<file path="src/rtl/core/mdpp_pkg.sv">
package mdpp_pkg;

  // Field widths fixed by the external item format.
  localparam int CoordInW = 16;
  localparam int DminW    = 18;
  localparam int NumCellW = 11;
  localparam int ModeW    = 2;
  localparam int CountW   = 20;
  localparam int IdxW     = 10;
  localparam int DdW      = 2 * (DminW - 1);

  // Configuration port geometry.
  localparam int DataW = 32;
  localparam int AddrW = 5;

  localparam logic [CountW-1:0]   CountMax       = {CountW{1'b1}};
  localparam logic [NumCellW-1:0] NumCellsReset  = NumCellW'(1024);
  localparam logic [CountW-1:0]   MaxRejectReset = CountW'(999999);

  // Register indexes (byte address / 4).
  localparam logic [2:0] REG_NUM_CELLS   = 3'd0;
  localparam logic [2:0] REG_DMIN_MODE   = 3'd1;
  localparam logic [2:0] REG_DMIN_LOWER  = 3'd2;
  localparam logic [2:0] REG_DMIN_UPPER  = 3'd3;
  localparam logic [2:0] REG_MAX_REJECTS = 3'd4;

  // dmin modes; the two upper codes both select the bounded mode.
  localparam logic [ModeW-1:0] MODE_PER_CELL = 2'd0;
  localparam logic [ModeW-1:0] MODE_CLAMP    = 2'd1;
  localparam logic [ModeW-1:0] MODE_BOUNDED  = 2'd2;

  typedef enum logic [2:0] {
    STAT_ACCEPTED     = 3'd0,
    STAT_REJECTED     = 3'd1,
    STAT_OUT_OF_RANGE = 3'd2,
    STAT_ABANDONED    = 3'd3,
    STAT_DONE         = 3'd4
  } status_e;

  typedef enum logic [2:0] {
    S_IDLE,
    S_CHECK,
    S_SCAN,
    S_RESOLVE,
    S_EMIT
  } state_e;

  // Status of the distance scanner as seen by the controller.
  typedef struct packed {
    logic busy;
    logic done;
  } scan_sts_t;

  // Saturating increment of a reject counter.
  function automatic logic [CountW-1:0] sat_inc(input logic [CountW-1:0] v);
    sat_inc = (v == CountMax) ? CountMax : v + CountW'(1);
  endfunction

endpackage

</file>
<file path="src/rtl/core/mdpp_dist_scan.sv">
module mdpp_dist_scan #(
  parameter int MAX_CELLS  = 1024,
  parameter int COORD_BITS = 16,
  localparam int AW = $clog2(MAX_CELLS),
  localparam int CW = $clog2(MAX_CELLS + 1),
  localparam int DW = 2 * COORD_BITS + 1
) (
  input  logic                       clk_i,
  input  logic                       rst_ni,
  input  logic                       start_i,
  input  logic [CW-1:0]              count_i,
  input  logic [COORD_BITS-1:0]      cand_x_i,
  input  logic [COORD_BITS-1:0]      cand_y_i,
  output logic                       rd_en_o,
  output logic [AW-1:0]              rd_addr_o,
  input  logic [2*COORD_BITS-1:0]    rd_data_i,
  output mdpp_pkg::scan_sts_t        sts_o,
  output logic [DW-1:0]              best_o
);
  import mdpp_pkg::*;

  logic                  busy_q;
  logic [AW-1:0]         addr_q;
  logic [AW-1:0]         last_addr;
  logic                  at_last;

  logic                  s1_v_q, s1_first_q, s1_last_q;
  logic                  s2_v_q, s2_first_q, s2_last_q;
  logic                  s3_v_q, s3_first_q, s3_last_q;
  logic                  done_q;

  logic [COORD_BITS-1:0]   px, py;
  logic [COORD_BITS-1:0]   dx_q, dy_q;
  logic [2*COORD_BITS-1:0] sqx_q, sqy_q;
  logic [DW-1:0]           sq_sum;
  logic [DW-1:0]           best_q;

  assign last_addr = AW'(count_i - CW'(1));
  assign at_last   = (addr_q == last_addr);
  assign rd_en_o   = busy_q;
  assign rd_addr_o = addr_q;

  // Address sequencer: one store read per cycle over all placed cells.
  always_ff @(posedge clk_i or negedge rst_ni) begin
    if (!rst_ni) begin
      busy_q <= 1'b0;
      addr_q <= '0;
    end else if (start_i) begin
      busy_q <= 1'b1;
      addr_q <= '0;
    end else if (busy_q) begin
      addr_q <= addr_q + AW'(1);
      if (at_last) begin
        busy_q <= 1'b0;
      end
    end
  end

  // Valid and marker bits that follow the data down the pipeline.
  always_ff @(posedge clk_i or negedge rst_ni) begin
    if (!rst_ni) begin
      s1_v_q     <= 1'b0;
      s1_first_q <= 1'b0;
      s1_last_q  <= 1'b0;
      s2_v_q     <= 1'b0;
      s2_first_q <= 1'b0;
      s2_last_q  <= 1'b0;
      s3_v_q     <= 1'b0;
      s3_first_q <= 1'b0;
      s3_last_q  <= 1'b0;
      done_q     <= 1'b0;
    end else begin
      s1_v_q     <= busy_q;
      s1_first_q <= busy_q && (addr_q == '0);
      s1_last_q  <= busy_q && at_last;
      s2_v_q     <= s1_v_q;
      s2_first_q <= s1_first_q;
      s2_last_q  <= s1_last_q;
      s3_v_q     <= s2_v_q;
      s3_first_q <= s2_first_q;
      s3_last_q  <= s2_last_q;
      done_q     <= s3_v_q && s3_last_q;
    end
  end

  assign px     = rd_data_i[2*COORD_BITS-1:COORD_BITS];
  assign py     = rd_data_i[COORD_BITS-1:0];
  assign sq_sum = DW'(sqx_q) + DW'(sqy_q);

  // Absolute differences, squares, then sum and running minimum.
  always_ff @(posedge clk_i) begin
    dx_q  <= (px > cand_x_i) ? px - cand_x_i : cand_x_i - px;
    dy_q  <= (py > cand_y_i) ? py - cand_y_i : cand_y_i - py;
    sqx_q <= {{COORD_BITS{1'b0}}, dx_q} * {{COORD_BITS{1'b0}}, dx_q};
    sqy_q <= {{COORD_BITS{1'b0}}, dy_q} * {{COORD_BITS{1'b0}}, dy_q};
    if (s3_v_q && (s3_first_q || sq_sum < best_q)) begin
      best_q <= sq_sum;
    end
  end

  assign best_o     = best_q;
  assign sts_o.busy = busy_q || s1_v_q || s2_v_q || s3_v_q;
  assign sts_o.done = done_q;

endmodule

</file>
<file path="config.mk">
export PLATFORM = sky130hd
export DESIGN_NAME = mdpp_dist_scan
export DESIGN_NICKNAME = d
export VERILOG_FILES = /design/src/rtl/core/mdpp_pkg.sv /design/src/rtl/core/mdpp_dist_scan.sv
export SDC_FILE = /design/constraint.sdc
export NUM_CORES = 1
export LEC_CHECK = 0
export BUFFER_PORTS_ARGS = -buffer_cell sky130_fd_sc_hd__buf_4
export CORE_MARGIN = 4
export CORE_UTILIZATION = 65
export DETAILED_ROUTE_END_ITERATION = 8
export PLACE_DENSITY = 0.93
export SYNTH_ARGS = -nofsm -noshare
export SYNTH_HDL_FRONTEND = slang
export SYNTH_SLANG_ARGS = --single-unit
export TNS_END_PERCENT = 5
</file>
<file path="constraint.sdc">
create_clock -name clk_i -period 17.45 [get_ports clk_i]
set_input_delay 5.235 -clock clk_i [delete_from_list [all_inputs] [get_ports clk_i]]
set_output_delay 5.235 -clock clk_i [all_outputs]
set_load 0.005 [all_outputs]
</file>
==> metrics.txt <==
core area=0.0366 mm²; CP endpoint kind=register; H-tree Lvls=4; postcts setup bufs=0; area delta synth->final=7.19%; CP arrival=between 8000 and 9000 ps; cell family with most CP delay=compound AO/OA/AOI/OAI gates; Fmax=127 MHz; TritonCTS clock tree=built; Slowest-stage cell, CP=a21oi_2; Max-Cap Viols=0; Buffers on Ports=122; final cycle utilization of the critical path=0.451; Clock Skew=around 14 ps; initial drt markers=1499; GR Overflow Total=0; status=completed; setup_tns=0 ps; post_cts resized=0; critical path launch point type=primary input; EDFF count, synth=33; global-route wire length before repair=~96000 µm; Clock transition at path regs=~70 ps; CTS buffer count=17; number of iterations in the first detailed-routing pass=6; clock latency on the worst-skew pair=460 ps; dominant synthesized flop cell=dfxtp_1; DR WL/cell=~18 µm; CP max stage delay=approximately 900 ps; kind of critical path=in -> reg; worst endpoint required time=between 15000 and 20000 ps; vias per inst=approximately 6; Mean Syn Cell Area=8.87 µm²; Initial Util=0.658; CTS Sinks=148; io pins=124; Setup-failing EPs final=0; synth top area cells=fa_1 (27%), ha_1 (17%), inv_1 (9.3%); slew margin rel.=0.200; routed via count=between 15k and 20k; vias in the first global route=20.9k; DRC viols=0; Buf/Inv on CP=2; most frequent cells in the layout=inv_1 (597), fa_1 (329), ha_1 (329); cell taking the most area after synthesis=fa_1; Die X=200 µm; Placer Congestion=0.930; Post-Synthesis Cells=2714; FP Rows=70; Syn. warnings=0; Clock Tree Buf Depth=2; Die Area=around 0.04 mm²; FILL cells=2567; Slew @ Worst Pin=1200 ps; CTS Hold Bufs=0; Synth top area share=0.274; Hold Fails Final Rpt=0; post-route ant nets=0; #FFs+latches synth=148; Yosys cell types=81; RSZ-0062 raised after global routing=false; Tot GR Track Use=0.287; fin crit period=7870 ps; die extent in y=about 200 µm; HP Class=reg -> reg; cell area after synthesis=0.0241 mm²; ANT cells=0; share of layout cells above drive strength 1=0.0674; commonest non-fill, non-tap cell in the layout=inv_1; worst-path fanout max=20; ys async rst share=0.142; initial antenna violation count=0; Critical Path, Cell by Cell=buf_4, inv_1, ha_1, nand4_1, nor4_4, nor2_1, a21oi_2, mux2i_1, o221ai_2, xor2_1; largest net degree at the start of global routing=26; CTS Root Cell=clkbuf_16; Detail Placement HPWL=46300 µm; # nets final=about 3.5k; final slew viol count=0; register area share after synthesis=0.141; Routed WL=about 58000 µm; Mapped Nets=roughly 3.5k
worst register-to-register path, stage by stage, from the launching register on:
cell      delay [ps]
dfxtp_1          730
inv_1            360
nor2_1           230
ha_1             280
xor2_1           200
fa_1             550
inv_1             50
fa_1             480
fa_1             480
fa_1             520
inv_1             50
fa_1             470
inv_1             40
ha_1             390
nor2_1            90
o31ai_1          400
a31oi_1          140
a311oi_1         470
o21ai_1          230
o21ai_0          260
a21oi_1          130
xnor2_1          130
cell families after synthesis:
logic type      synth area share
compound gates             0.117
xor+xnor                  0.0553
fa+ha+maj                  0.445
buf+inv                    0.108
flops                      0.141
mux                      0.00847
simple gates               0.125
area by class of cell:
| cell class | instances | area [µm²] | share of cell area |
|---|---|---|---|
| multi-input cells | 1890 | 18100 | 0.701 |
| flip-flops and latches | 148 | 3400 | 0.132 |
| inverters | 597 | 2240 | 0.0868 |
| repair buffers | 123 | 923 | 0.0358 |
| well taps | 468 | 586 | 0.0227 |
| clock buffers | 17 | 425 | 0.0165 |
| clock inverters | 15 | 146 | 0.00567 |
flip-flops by register name, indices dropped and copies added, names as in the netlist:
name,cells
s2_last_q,1
s3_v_q,1
sqy_q,31
best_o,33
dy_q,16
s3_last_q,1
s2_first_q,1
s1_last_q,1
s2_v_q,1
rd_en_o,1
sqx_q,31
s1_first_q,1
rd_addr_o,10
done_q,1
s3_first_q,1
s1_v_q,1
dx_q,16
layer usage:
layer / GRT usage / wire length (µm) / up-vias
li1: - / - / 8796
met1: 0.349 / 21700 / 9499
met2: 0.506 / 29100 / 866
met3: 0.0473 / 4510 / 215
met4: 0.125 / 2260 / 0
met5: 0 / 0 / -
synthesized netlist by cell type, drive strengths merged (5+ instances only):
cell type and number:
fa 329, nand4 26, o21ai 78, a21oi 150, dfxtp 94, a211oi 17, clkbuf 59, nand3 36
inv 597, buf 20, dfrtp 21, xnor2 96, nor2b 22, o31ai 7, or2 10, nor4 6
and3 16, o21a 14, ha 329, nor2 123, o211ai 8, a211o 5, mux2i 17, nand3b 6
o21bai 19, edfxtp 33, and2 74, nand2 230, nor3 24, a31oi 18, a21o 74, a21boi 5
or4 6, xor2 56, a31o 10, nor3b 5, nand2b 22
path summary, 6_finish.rpt:
check                           cells past startpoint   startpoint  slack [ps]            to
worst min register to register                      0    s1_last_q         340     s2_last_q
worst max register to register                     21     dy_q[13]       10680     sqy_q[31]
max in group asynchronous                           1       rst_ni       12590  rd_addr_o[4]
worst max-delay path                               10  cand_y_i[6]        9580      dy_q[10]
min in group asynchronous                           1       rst_ni        4640        s3_v_q
worst min-delay path                                0    s1_last_q         340     s2_last_q
through the flow:
| step | utilization | instance area, µm² | hold WS (ps) | cells | setup WS [ps] |
|---|---|---|---|---|---|
| 2_1_floorplan | - | 24100 | 331 | 2714 | 10170 |
| 3_3_place_gp | 0.689 | 25200 | 337 | 3226 | 9210 |
| 3_5_place_dp | 0.689 | 25200 | 338 | 3226 | 9150 |
| 4_1_cts | 0.705 | 25800 | 344 | 3258 | 9620 |
| 5_1_grt | 0.705 | 25800 | 359 | 3258 | 9320 |
| 6_report | 0.705 | 25800 | 339 | 3258 | 9580 |
Power is not shown: default switching activity piles up to over one toggle a cycle in this logic, so the estimate is an artifact.
